[src/rtl/fdlh_pkg.sv]
// ----------------------------------------------------------------------------
// fdlh_pkg
// Shared types and constants of the hermite fractional delay line.
// ----------------------------------------------------------------------------
package fdlh_pkg;

	localparam int LINE_DEPTH  = 4096;
	localparam int ADDR_W      = $clog2(LINE_DEPTH);
	localparam int LEN_W       = ADDR_W + 1;
	localparam int SAMPLE_BITS = 24;
	localparam int FRAC_BITS   = 16;
	localparam int DELAY_W     = 12;
	localparam int CFG_W       = 12;
	localparam int ACC_W       = 32;
	localparam int PROD_W      = ACC_W + FRAC_BITS + 1;
	localparam int SUM_W       = PROD_W + 2;
	localparam int RK_W        = $clog2(ADDR_W);

	localparam logic [CFG_W-1:0] MAX_DELAY_RESET = CFG_W'(4094);

	typedef enum logic {
		CMD_WRITE = 1'b0,
		CMD_READ  = 1'b1
	} command_t;

	typedef struct packed {
		logic                          command;
		logic signed [SAMPLE_BITS-1:0] sample_in;
		logic [DELAY_W-1:0]            delay_whole;
		logic [FRAC_BITS-1:0]          delay_frac;
	} item_t;

	typedef struct packed {
		logic signed [SAMPLE_BITS-1:0] value_out;
		logic                          delay_clamped;
	} result_t;

	// controller to datapath
	typedef struct packed {
		logic clr_step;
		logic red_start;
		logic red_step;
		logic wr_sample;
		logic rd_start;
		logic addr_step;
		logic cap_a;
		logic cap_b;
		logic cap_c;
		logic cap_d;
		logic diff;
		logic mul1;
		logic rnd1;
		logic mul2;
		logic rnd2;
		logic mul3;
		logic load_out;
	} ctl_cmd_t;

	// datapath to controller
	typedef struct packed {
		logic clr_last;
		logic red_last;
	} ctl_sts_t;

	function automatic logic signed [ACC_W-1:0] sext_smp(input logic [SAMPLE_BITS-1:0] x);
		return {{(ACC_W-SAMPLE_BITS){x[SAMPLE_BITS-1]}}, x};
	endfunction

endpackage

[src/rtl/fdlh_ctrl.sv]
// ----------------------------------------------------------------------------
// fdlh_ctrl
// Sequencer: store clearing, pointer reduction, tap fetch and evaluation steps.
// ----------------------------------------------------------------------------
module fdlh_ctrl
	import fdlh_pkg::*;
(
	input  logic     clk,
	input  logic     arst_n,
	input  logic     item_valid,
	input  logic     item_command,
	input  logic     cfg_we,
	input  logic     result_stall,
	output logic     item_stall,
	output logic     result_valid,
	output ctl_cmd_t cmd,
	input  ctl_sts_t sts
);

	typedef enum logic [14:0] {
		ST_CLEAR  = 15'b000000000000001,
		ST_REDUCE = 15'b000000000000010,
		ST_IDLE   = 15'b000000000000100,
		ST_TAPA   = 15'b000000000001000,
		ST_TAPB   = 15'b000000000010000,
		ST_TAPC   = 15'b000000000100000,
		ST_TAPD   = 15'b000000001000000,
		ST_TAPE   = 15'b000000010000000,
		ST_DIFF   = 15'b000000100000000,
		ST_MUL1   = 15'b000001000000000,
		ST_RND1   = 15'b000010000000000,
		ST_MUL2   = 15'b000100000000000,
		ST_RND2   = 15'b001000000000000,
		ST_MUL3   = 15'b010000000000000,
		ST_OUT    = 15'b100000000000000
	} state_t;

	state_t state_q, state_nxt;
	logic   pending_q;
	logic   valid_q;
	logic   accept;

	assign item_stall = (state_q != ST_IDLE) || pending_q;
	assign accept     = item_valid && !item_stall;

	always_comb begin
		state_nxt = state_q;
		cmd       = '0;
		case (state_q)
			ST_CLEAR: begin
				cmd.clr_step = 1'b1;
				if (sts.clr_last) state_nxt = ST_IDLE;
			end
			ST_REDUCE: begin
				cmd.red_step = 1'b1;
				if (sts.red_last) state_nxt = ST_IDLE;
			end
			ST_IDLE: begin
				if (pending_q) begin
					cmd.red_start = 1'b1;
					state_nxt     = ST_REDUCE;
				end else if (accept) begin
					if (item_command == CMD_READ) begin
						cmd.rd_start = 1'b1;
						state_nxt    = ST_TAPA;
					end else begin
						cmd.wr_sample = 1'b1;
					end
				end
			end
			ST_TAPA: begin
				cmd.addr_step = 1'b1;
				state_nxt     = ST_TAPB;
			end
			ST_TAPB: begin
				cmd.cap_a     = 1'b1;
				cmd.addr_step = 1'b1;
				state_nxt     = ST_TAPC;
			end
			ST_TAPC: begin
				cmd.cap_b     = 1'b1;
				cmd.addr_step = 1'b1;
				state_nxt     = ST_TAPD;
			end
			ST_TAPD: begin
				cmd.cap_c = 1'b1;
				state_nxt = ST_TAPE;
			end
			ST_TAPE: begin
				cmd.cap_d = 1'b1;
				state_nxt = ST_DIFF;
			end
			ST_DIFF: begin
				cmd.diff  = 1'b1;
				state_nxt = ST_MUL1;
			end
			ST_MUL1: begin
				cmd.mul1  = 1'b1;
				state_nxt = ST_RND1;
			end
			ST_RND1: begin
				cmd.rnd1  = 1'b1;
				state_nxt = ST_MUL2;
			end
			ST_MUL2: begin
				cmd.mul2  = 1'b1;
				state_nxt = ST_RND2;
			end
			ST_RND2: begin
				cmd.rnd2  = 1'b1;
				state_nxt = ST_MUL3;
			end
			ST_MUL3: begin
				cmd.mul3  = 1'b1;
				state_nxt = ST_OUT;
			end
			ST_OUT: begin
				// wait for the output register to be free
				if (!valid_q || !result_stall) begin
					cmd.load_out = 1'b1;
					state_nxt    = ST_IDLE;
				end
			end
			default: begin
				state_nxt = ST_IDLE;
			end
		endcase
	end

	always_ff @(posedge clk or negedge arst_n) begin
		if (!arst_n) begin
			state_q   <= ST_CLEAR;
			pending_q <= 1'b0;
			valid_q   <= 1'b0;
		end else begin
			state_q <= state_nxt;
			// a new length needs the read pointer brought back into range
			if (cfg_we) begin
				pending_q <= 1'b1;
			end else if (cmd.red_start) begin
				pending_q <= 1'b0;
			end
			if (cmd.load_out) begin
				valid_q <= 1'b1;
			end else if (valid_q && !result_stall) begin
				valid_q <= 1'b0;
			end
		end
	end

	assign result_valid = valid_q;

endmodule

[config.mk]
export PLATFORM = sky130hd
export DESIGN_NAME = fdlh_ctrl
export DESIGN_NICKNAME = d
export VERILOG_FILES = /design/src/rtl/fdlh_pkg.sv /design/src/rtl/fdlh_ctrl.sv
export SDC_FILE = /design/constraint.sdc
export NUM_CORES = 1
export LEC_CHECK = 0
export BUFFER_PORTS_ARGS = -buffer_cell sky130_fd_sc_hd__clkbuf_2
export CORE_MARGIN = 2
export CORE_UTILIZATION = 56
export CTS_CLUSTER_DIAMETER = 150
export DETAILED_ROUTE_END_ITERATION = 10
export PLACE_DENSITY = 0.83
export RECOVER_POWER = 50
export SYNTH_ARGS = -nofsm -noshare
export SYNTH_HDL_FRONTEND = slang
export SYNTH_SLANG_ARGS = --single-unit
[constraint.sdc]
create_clock -name clk -period 4.01 [get_ports clk]
set_clock_uncertainty 0.1 [all_clocks]
set_input_delay 0.2005 -clock clk [delete_from_list [all_inputs] [get_ports clk]]
set_output_delay 0.2005 -clock clk [all_outputs]
set_load 0.02 [all_outputs]
==> flow_summary.toml, run 1 <==
[setup_path]
slowest_delay_ns = 0.57
cp_cell_sequence = "or4_1 > nor3_1 > and2_0 > nand2_2 > nor4b_2 > clkbuf_2"
cpMaxStageDelayCell = "or4_1"
cp.buffers_inverters = 1
worstPathMaxFanout = 8
crit_type = "flop to primary output"
rrSetupSlack_ns = 1.79
arrival_ns = 2.48
worstSetupEndpointType = "primary output"
critPathRequiredTime_ns = 3.71
critPathTopFamily = "simple AND/OR/NAND/NOR gates"
startpoint_type = "flop"

[yosys]
yosys-top-cells-count = "dfrtp_1, nor2_1, nand2_1"
avgSynthCellArea_sq_um = 9.82
synth.area.top_cells = "dfrtp_1, nor4b_1, and4b_1, nor2_1, nor3_4"
ys_warn_count = 0
netlist-cell-type-count = 45
synth_seq_cells = 17
synth_area_sq_um = 1110
synth_top_cell_by_area = "dfrtp_1"
synth_edf_count = 0
synth_top_flop_cell = "dfrtp_1"
mappedNetlistNets = 121
syn_inst = 113
yosysSeqAreaShare_pct = 38.4
synth.top_cell.area_share_pct = 36.1
synth.most_common_cell = "dfrtp_1"
async_flop_share_pct = 100

[placed_design]
port_buffers = 26
place.gp.congestion = 0.851
dpl.cell_count = 158
detailed_place_hpwl_mm = 1.53

[flow_run]
maxCapViolCount = 0

[clock_network]
clk_path_buf_depth = 2
clock-root-buffer = "clkbuf_4"
clkTransAtPathRegs_ns = 0.10
cts_sinks = 17
clock_latency_ns = 0.28
cts_made_buffers = 3
cts-resized-gates = 0
cts_tree = "done"
htreeDepth = 1

[routing]
drc = 0
drt_pass1_iterations = 4
wirelength_mm = 2.07
via_per_inst = 5.55
routedWlPerCell_um = 12.5
drtIter0Drc = 12
drtAntennaViolNets = 0
vias = 921

[global_routing]
grt_usage_pct = 18.7
grt_pass1_wl_mm = 3.54
grt_overflow = 0
antenna_found_initial = 0
grt_max_degree = 18
grt_pass1_vias = 847

[power_and_ir_drop]
ir_drop_uv = 262
swShare_pct = 41.8
power_density_nw_per_um2 = 405
combPwrFrac_pct = 42.4
p_leak_nw = 0.592
switchingPower_mw = 0.213
internal_power_mw = 0.297
p_clk_share_pct = 18.0
seq_power_share_pct = 39.6

[final_layout]
n_fill_cell = 165
syn_to_final_growth_pct = 13.3
antennaDiodeCount = 0
drive_gt1_share_pct = 28.8
final_cells = 166
fin_util_pct = 65.4
fin_nets = 148

[sta]
max_freq_mhz = 359
fin_crit_sh_pct = 69.4
finalHoldViolCount = 0
finalSetupViolations = 0
final_max_slew_viol_count = 0
tightest_slew_ns = 0.928
maxSlewHeadroom_pct = 38.1
rsz0062_at_grt = "no"
final.setup.tns_ns = 0
timing.final.crit_period_ns = 2.78

[run_status]
status = "finished clean"

[floorplan]
die_y_um = 48.5
start_util_pct = 57.7
dieArea_sq_um = 2350
core_sq_um = 1920
num_rows = 16
pin_count = 27
die_x_um = 48.5

[min_path]
hp-class = "input port to flop"
==> through the flow <==
stage	power [mW]	hold slack, ns	setup WS (ns)	area, sq um
6_report	0.509	0.0471	1.23	1260
5_1_grt	0.551	0.0648	1.02	1260
2_1_floorplan	0.393	-0.195	1.64	1110
3_5_place_dp	0.435	0.0600	1.80	1230
4_1_cts	0.531	0.00217	1.47	1280
3_3_place_gp	0.429	0.0535	1.85	1230
==> cells by family (layout without fill, tap and decap cells) <==
family	Yosys count	in the layout	share of synthesized area (%)
compound gates	16	16	10.6
simple gates	64	64	41.6
buf+inv	11	37	5.19
xor+xnor	4	4	3.16
flops	17	17	38.4
fa+ha+maj	1	1	1.01
==> power by group through the flow <==
stage / combinational, mW / sequential (mW) / clock [mW]
global route: 0.244 / 0.204 / 0.103
floorplan: 0.193 / 0.200 / 0
global placement: 0.223 / 0.205 / 0
finish: 0.216 / 0.202 / 0.0918
detailed placement: 0.229 / 0.205 / 0
CTS: 0.232 / 0.202 / 0.0968
==> tightest hold or removal path, delay by kind of cell <==
family                 cells  cell delay, ns
buffers and inverters      1            0.11
AND/OR/NAND/NOR            2            0.10
==> path summary, 6_finish.rpt <==
path                                          from  cells past startpoint                       end
max in group asynchronous                   arst_n                      2    state_q[4]$_DFFE_PN0P_
min in group asynchronous                   arst_n                      2   state_q[13]$_DFFE_PN0P_
setup reg to reg           state_q[10]$_DFFE_PN0P_                      5    state_q[2]$_DFFE_PN0P_
hold / removal                        result_stall                      3  result_valid$_DFFE_PN0P_
setup / recovery            state_q[7]$_DFFE_PN0P_                      6                    cmd[2]
hold reg to reg              pending_q$_DFFE_PN0P_                      2    state_q[1]$_DFFE_PN0P_
==> layout by cell type, fill, tap and decap left out, types with 2 or more instances in the layout <==
cell type and count:
nor4_1 2, inv_1 3, nor3_1 4, clkbuf_4 3, xor2_1 3, nand4_1 3
a211oi_1 2, clkbuf_1 2, or4_1 2, clkbuf_2 24, nor3b_1 4, o21ai_0 4
nor4b_1 6, nand3_1 2, nor2b_1 4, and4b_1 4, dfrtp_1 16, nand2b_1 3
nor2_1 10, nor4b_2 2, dlygate4sd3_1 4, nand2_1 8
==> metal layers <==
layer,up-vias,global-route usage (%),share of wire [%]
met3,4,2.78,3.3
li1,468,-,-
met1,429,23.7,46
met5,-,0,0
met4,0,9.05,1.5
met2,20,31.5,49
==> registers in the layout, summed over array words and instances (netlist names) <==
signal        flops
pending_q         1
state_q          15
result_valid      1
==> layout make-up <==
class / count / area (sq um) / share of cell area [%]
Timing Repair Buffer: 30 / 168 / 13.3
Inverter: 3 / 11.3 / 0.896
Tap cell: 27 / 33.8 / 2.69
Clock inverter: 1 / 5.00 / 0.398
Sequential cell: 17 / 427 / 33.9
Multi-Input combinational cell: 85 / 591 / 47.0
Clock buffer: 3 / 22.5 / 1.79
==> what timing repair did <==
item,4_1_cts,5_1_grt
hold endpoints to repair,18,1
setup buffers,0,0
hold buffers,3,1
Power figures use the tool's default switching activity.
==> run 2: changes to the inputs <==
- ABC_AREA: not set -> 1
- CORE_UTILIZATION: 56 -> 51
- PLACE_DENSITY: 0.83 -> 0.77
- clock period: 4.01 -> 2.65 ns (I/O delays scaled with it)
==> run 2 against run 1 <==
Compared with the run above:
- combinational power up 23%
- final cell count up 25%
- non-clock buffer count unchanged
- power up 39%
- sequential power up 50%
- clock power up 50%
- critical path depth unchanged
- clock-buffer cell count up 1
- hold slack worse by 0.025 ns
- core utilization down 0.63 points
- critical endpoint is now cmd[3]
==> flow_summary.toml, run 2 <==
[sta]
finalSetupViolations = 0
tightest_slew_ns = 0.934
fin_crit_sh_pct = 84.5
timing.final.crit_period_ns = 2.24
finalHoldViolCount = 0
maxSlewHeadroom_pct = 37.7
timing.final.ws_setup_ns = 0.410
final_max_slew_viol_count = 0
rsz0062_at_grt = "no"
final.setup.tns_ns = 0
max_freq_mhz = 446

[setup_path]
rrSetupSlack_ns = 0.77
critPathTopFamily = "simple AND/OR/NAND/NOR gates"
cp_cell_sequence = "nor2_1 > nand2_2 > nor2_1 > inv_1 > nor3_1 > clkbuf_2"
crit_path_frequent_cell = "nor2_1"
startpoint_type = "flop"
arrival_ns = 2.01
crit_type = "flop to primary output"
slowest_delay_ns = 0.41
rr_endpoint = "state_q[2]$_DFFE_PN0P_"
critPathRequiredTime_ns = 2.42
worstPathMaxFanout = 8
cp.buffers_inverters = 2
rr_startpoint = "state_q[3]$_DFFE_PN0P_"
rr_worst_depth = 9
cpMaxStageDelayCell = "dfrtp_1"
worstSetupEndpointType = "primary output"

[final_layout]
syn_to_final_growth_pct = 19.1
n_fill_cell = 194
fin_util_pct = 64.8
mostFrequentLayoutCells = "nor2_1, inv_1, nand2_1, clkbuf_2, dfrtp_1"
antennaDiodeCount = 0
drive_gt1_share_pct = 25.0
regMostFlops = "state_q"
fin_nets = 189
final_common_cell = "nor2_1"
largest_reg_flops = 15

[yosys]
synth_top_cell_by_area = "dfrtp_1"
async_flop_share_pct = 100
syn_inst = 146
synthXorXnorAreaFrac_pct = 0
synth.top_cell.area_share_pct = 37.5
synth_seq_cells = 17
synth_fa_ha_area_share_pct = 0
ys_warn_count = 0
synthMuxAreaShare_pct = 0
mappedNetlistNets = 154
synth-compound-area-share_pct = 2.93
synth_edf_count = 0
netlist-cell-type-count = 20
synth_top_family_by_area = "simple AND/OR/NAND/NOR gates"
yosys-top-cells-count = "inv_1, nor2_1, nand2_1"
synth.most_common_cell = "inv_1"
avgSynthCellArea_sq_um = 7.31
yosysSeqAreaShare_pct = 40.0
synthSimpleGateAreaFrac_pct = 45.8
synth.area.top_cells = "dfrtp_1, inv_1, nor2_1, nand2_1, nand3_1"
synth_area_sq_um = 1070
synth_top_flop_cell = "dfrtp_1"

[min_path]
min_path_cells = 3
worstHoldStart = "item_command"
hp-class = "input port to flop"
holdPathEnd = "state_q[3]$_DFFE_PN0P_"

[placed_design]
detailed_place_hpwl_mm = 1.70
port_buffers = 26
place.gp.congestion = 0.846
pre_cts_slack_ns = 0.925

[global_routing]
grt_max_degree = 18
grt_busiest_layer = "met2"
gr-usage-met1_pct = 25.0
grt_pass1_wl_mm = 3.91
grt_pass1_vias = 979
gr-usage-met3_pct = 3.33
antenna_found_initial = 0
use_met2_pct = 33.8
grt_overflow = 0
grt_usage_pct = 20.7

[clock_network]
clkTransAtPathRegs_ns = 0.10
cts_tree = "done"
cts_made_buffers = 3
clock_latency_ns = 0.29
htreeDepth = 1
cts_sinks = 17
clk_path_buf_depth = 2
clock-root-buffer = "clkbuf_4"

[power_and_ir_drop]
p_total_mw = 0.706
power_density_nw_per_um2 = 555
ir_drop_uv = 477
p_leak_nw = 0.818

[floorplan]
core_sq_um = 1960
start_util_pct = 54.4
num_rows = 16
die_x_um = 49.7
dieArea_sq_um = 2470
die_y_um = 49.7
pin_count = 27

[flow_run]
maxCapViolCount = 0

[routing]
routedWlPerCell_um = 10.6
drtAntennaViolNets = 0
vias = 973
wirelength_mm = 2.19
drt_pass1_iterations = 4
via_per_inst = 4.70
drc = 0
drtIter0Drc = 24

[run_status]
status = "finished clean"
## run 2: how the worst max path moves through the flow
stage / to / startpoint / slack [ns] / cells after the start
CTS: cmd[12] / state_q[8]$_DFFE_PN0P_ / 0.60 / 8
detailed placement: cmd[12] / state_q[9]$_DFFE_PN0P_ / 0.93 / 8
global route: cmd[3] / state_q[3]$_DFFE_PN0P_ / 0.23 / 6
global placement: cmd[12] / state_q[9]$_DFFE_PN0P_ / 0.96 / 8
finish: cmd[3] / state_q[3]$_DFFE_PN0P_ / 0.41 / 6
floorplan: cmd[12] / state_q[12]$_DFFE_PN0P_ / 0.82 / 7
## run 2: cell type report
class / instances / area (sq um) / area share [%]
multi-input cells: 97 / 497 / 39.1
flip-flops and latches: 17 / 427 / 33.6
repair buffers: 30 / 168 / 13.2
inverters: 32 / 120 / 9.45
well taps: 27 / 33.8 / 2.66
clock buffers: 4 / 26.3 / 2.07
## run 2: report_power, final
group          switching (mW)  internal (mW)  leakage [nW]
logic                   0.182         0.0843         0.577
clock network          0.0796         0.0585        0.0150
registers              0.0194          0.282         0.226
total                   0.281          0.425         0.818
## run 2: metal layers
| metal | share of wire [%] | vias to the layer above | wire length, um |
|---|---|---|---|
| met5 | 0 | - | 0 |
| met4 | 2.7 | 0 | 58 |
| met3 | 4.3 | 7 | 95 |
| met2 | 49 | 32 | 1070 |
| met1 | 44 | 421 | 962 |
| li1 | - | 513 | - |
## run 2: cell families after synthesis
family / count (synthesis)
AOI/OAI and AO/OA: 5
DFF: 17
and+or+nand+nor: 92
buffers and inverters: 32
## run 2: what timing repair did
| item | 4_1_cts | 5_1_grt |
|---|---|---|
| resized for setup | 0 | 0 |
| hold buffers | 4 | 0 |
| setup buffers | 0 | 0 |
| endpoints found under the hold margin | 20 | 0 |
## run 2: per-stage QoR
step	area [sq um]	instances	hold WS [ns]
2_1_floorplan	1070	146	-0.263
3_3_place_gp	1230	199	-0.0118
3_5_place_dp	1230	199	-0.00652
4_1_cts	1300	207	0.0109
5_1_grt	1270	207	0.0554
6_report	1270	207	0.0217
## run 2: worst register-to-register path, cell delays in order (launching register included)
cell and delay, ns:
dfrtp_1 0.41, nor2_1 0.23, nand2_2 0.13, nor2_1 0.39, nand3_1 0.19, nand2_1 0.13
nor2_2 0.05, nand2_1 0.07, nor2_1 0.04, nor2_1 0.07
==> run 3: changes to the inputs <==
- CORE_UTILIZATION: 51 -> 46
- PLACE_DENSITY: 0.77 -> 0.73
- clock period: 2.65 -> 1.8 ns (I/O delays scaled with it)
==> run 3 against run 2 <==
Compared with the run above:
- the run now ends with setup timing left
- largest power group is now combinational cells
- register-to-register slack worse by 0.67 ns
- critical path type unchanged
- core utilization rose by 9.9 points
- wire length is 46% higher
- critical endpoint is now cmd[13]
- power up 96%
- via count up 24%
- sequential share of layout area is 7.7 points lower
- combinational power grew to 2.7 times the previous value
- final area grew 30%
==> flow_summary.toml, run 3 (synthesized netlist as in run 2, its figures left out) <==
[run_status]
status = "complete, but fails checks"
violations = "setup timing"

[setup_path]
cp_cell_sequence = "nor2_4 > nand2_4 > nor2_8 > nand3_4 > nor2_4 > inv_2 > nor3_2 > buf_4"
worstPathMaxFanout = 4
rr_worst_depth = 11
slowest_delay_ns = 0.43
cpMaxStageDelayCell = "dfrtp_1"
startpoint_type = "flop"
rr_startpoint = "state_q[8]$_DFFE_PN0P_"
rr_endpoint = "state_q[2]$_DFFE_PN0P_"
worstSetupEndpointType = "primary output"
critPathRequiredTime_ns = 1.61
crit_path_frequent_cell = "nor2_4"
rrSetupSlack_ns = 0.10
arrival_ns = 1.74
crit_type = "flop to primary output"

[routing]
drtIter0Drc = 49
wirelength_mm = 3.19
drc = 0
drt_pass1_iterations = 4
routedWlPerCell_um = 13.8
vias = 1208
drtAntennaViolNets = 0
via_per_inst = 5.23

[clock_network]
clock-root-buffer = "clkbuf_4"
clk_path_buf_depth = 2
cts_tree = "done"
cts_made_buffers = 3
clock_latency_ns = 0.30
cts_sinks = 17
htreeDepth = 1
clkTransAtPathRegs_ns = 0.11

[final_layout]
regMostFlops = "state_q"
largest_reg_flops = 15
mostFrequentLayoutCells = "buf_4, inv_1, nand2_1, nor2_1, dfrtp_1"
drive_gt1_share_pct = 45.8
antennaDiodeCount = 0
n_fill_cell = 154
final_common_cell = "buf_4"
syn_to_final_growth_pct = 54.9
fin_nets = 212

[sta]
finalSetupViolations = 5
finalHoldViolCount = 0
fin_crit_sh_pct = 107
rsz0062_at_grt = "yes"
timing.final.crit_period_ns = 1.93
final_max_slew_viol_count = 0
final.setup.tns_ns = -0.341
timing.final.ws_setup_ns = -0.126
tightest_slew_ns = 0.960
maxSlewHeadroom_pct = 36.0
hold-worst-slack_ns = 0.0222
max_freq_mhz = 519

[floorplan]
dieArea_sq_um = 2720
num_rows = 17
die_y_um = 52.2
pin_count = 27
die_x_um = 52.2
start_util_pct = 48.2
core_sq_um = 2210

[min_path]
min_path_cells = 3
holdPathEnd = "state_q[3]$_DFFE_PN0P_"
hp-class = "input port to flop"
worstHoldStart = "item_command"

[global_routing]
grt_usage_pct = 21.7
grt_pass1_wl_mm = 4.34
grt_overflow = 0
grt_pass1_vias = 1063
antenna_found_initial = 0
grt_max_degree = 18

[power_and_ir_drop]
p_leak_nw = 0.972
power_density_nw_per_um2 = 838
ir_drop_uv = 767

[placed_design]
place.gp.congestion = 0.839
detailed_place_hpwl_mm = 1.76
port_buffers = 26

[flow_run]
maxCapViolCount = 0
[run 3: changes by cell type in the layout (fill, tap and decap cells not counted), sizes merged]
cell / change
buf: +37
clkbuf: -15
dlygate4sd3: +1
[run 3: final cells by class]
type | instances | area (sq um) | share of cell area [%]
repair buffers | 53 | 407 | 24.6
multi-input cells | 97 | 634 | 38.4
flip-flops and latches | 17 | 428 | 25.9
clock buffers | 4 | 26.3 | 1.59
well taps | 28 | 35.0 | 2.12
inverters | 32 | 123 | 7.42
[run 3: per-layer routing]
metal	wire [um]	vias to the layer above	GRT usage, %	share of wire [%]
li1	-	561	-	-
met1	1170	570	24.2	37
met2	1750	61	39.7	55
met3	186	16	3.71	5.8
met4	84	0	10.7	2.6
met5	0	-	0	0
[run 3: metrics by stage]
step | cell area (sq um) | utilization [%] | worst slack, ns | total power [mW] | cells
after floorplan | 1070 | - | 0.0117 | 0.747 | 146
after global routing | 1650 | 74.7 | -0.208 | 1.47 | 231
after global placement | 1230 | 55.7 | 0.162 | 0.842 | 200
after CTS | 1490 | 67.2 | -0.0723 | 1.19 | 226
after detailed placement | 1230 | 55.7 | 0.0866 | 0.852 | 200
final | 1650 | 74.7 | -0.126 | 1.39 | 231
[run 3: what timing repair did]
action / 4_1_cts / 5_1_grt
gates cloned: 0 / 0
pin swaps: 12 / 7
setup buffers: 17 / 5
hold buffers: 5 / 0
endpoints found under the setup margin: 9 / 19
gates resized for setup: 15 / 53
hold endpoints to repair: 21 / 0
[run 3: worst max path at each step]
stage | from | endpoint | slack (ns) | cells after the start
3_5_place_dp | state_q[12]$_DFFE_PN0P_ | cmd[12] | 0.09 | 8
4_1_cts | state_q[11]$_DFFE_PN0P_ | cmd[13] | -0.07 | 8
2_1_floorplan | state_q[12]$_DFFE_PN0P_ | cmd[12] | 0.01 | 7
3_3_place_gp | state_q[9]$_DFFE_PN0P_ | cmd[12] | 0.16 | 8
6_report | state_q[8]$_DFFE_PN0P_ | cmd[13] | -0.13 | 8
5_1_grt | state_q[8]$_DFFE_PN0P_ | cmd[13] | -0.21 | 8
[run 3: worst max-delay path, delay by kind of cell, from the launching register on]
kind	cells	cell delay [ns]
flip-flops	1	0.43
AND/OR/NAND/NOR	6	0.77
buffers and inverters	2	0.23
[run 3: power breakdown]
| part | internal, mW | leakage [nW] | switching, mW |
|---|---|---|---|
| Clock | 0.0863 | 0.0150 | 0.135 |
| Sequential | 0.416 | 0.224 | 0.0347 |
| Combinational | 0.326 | 0.732 | 0.388 |
| Total | 0.828 | 0.972 | 0.558 |
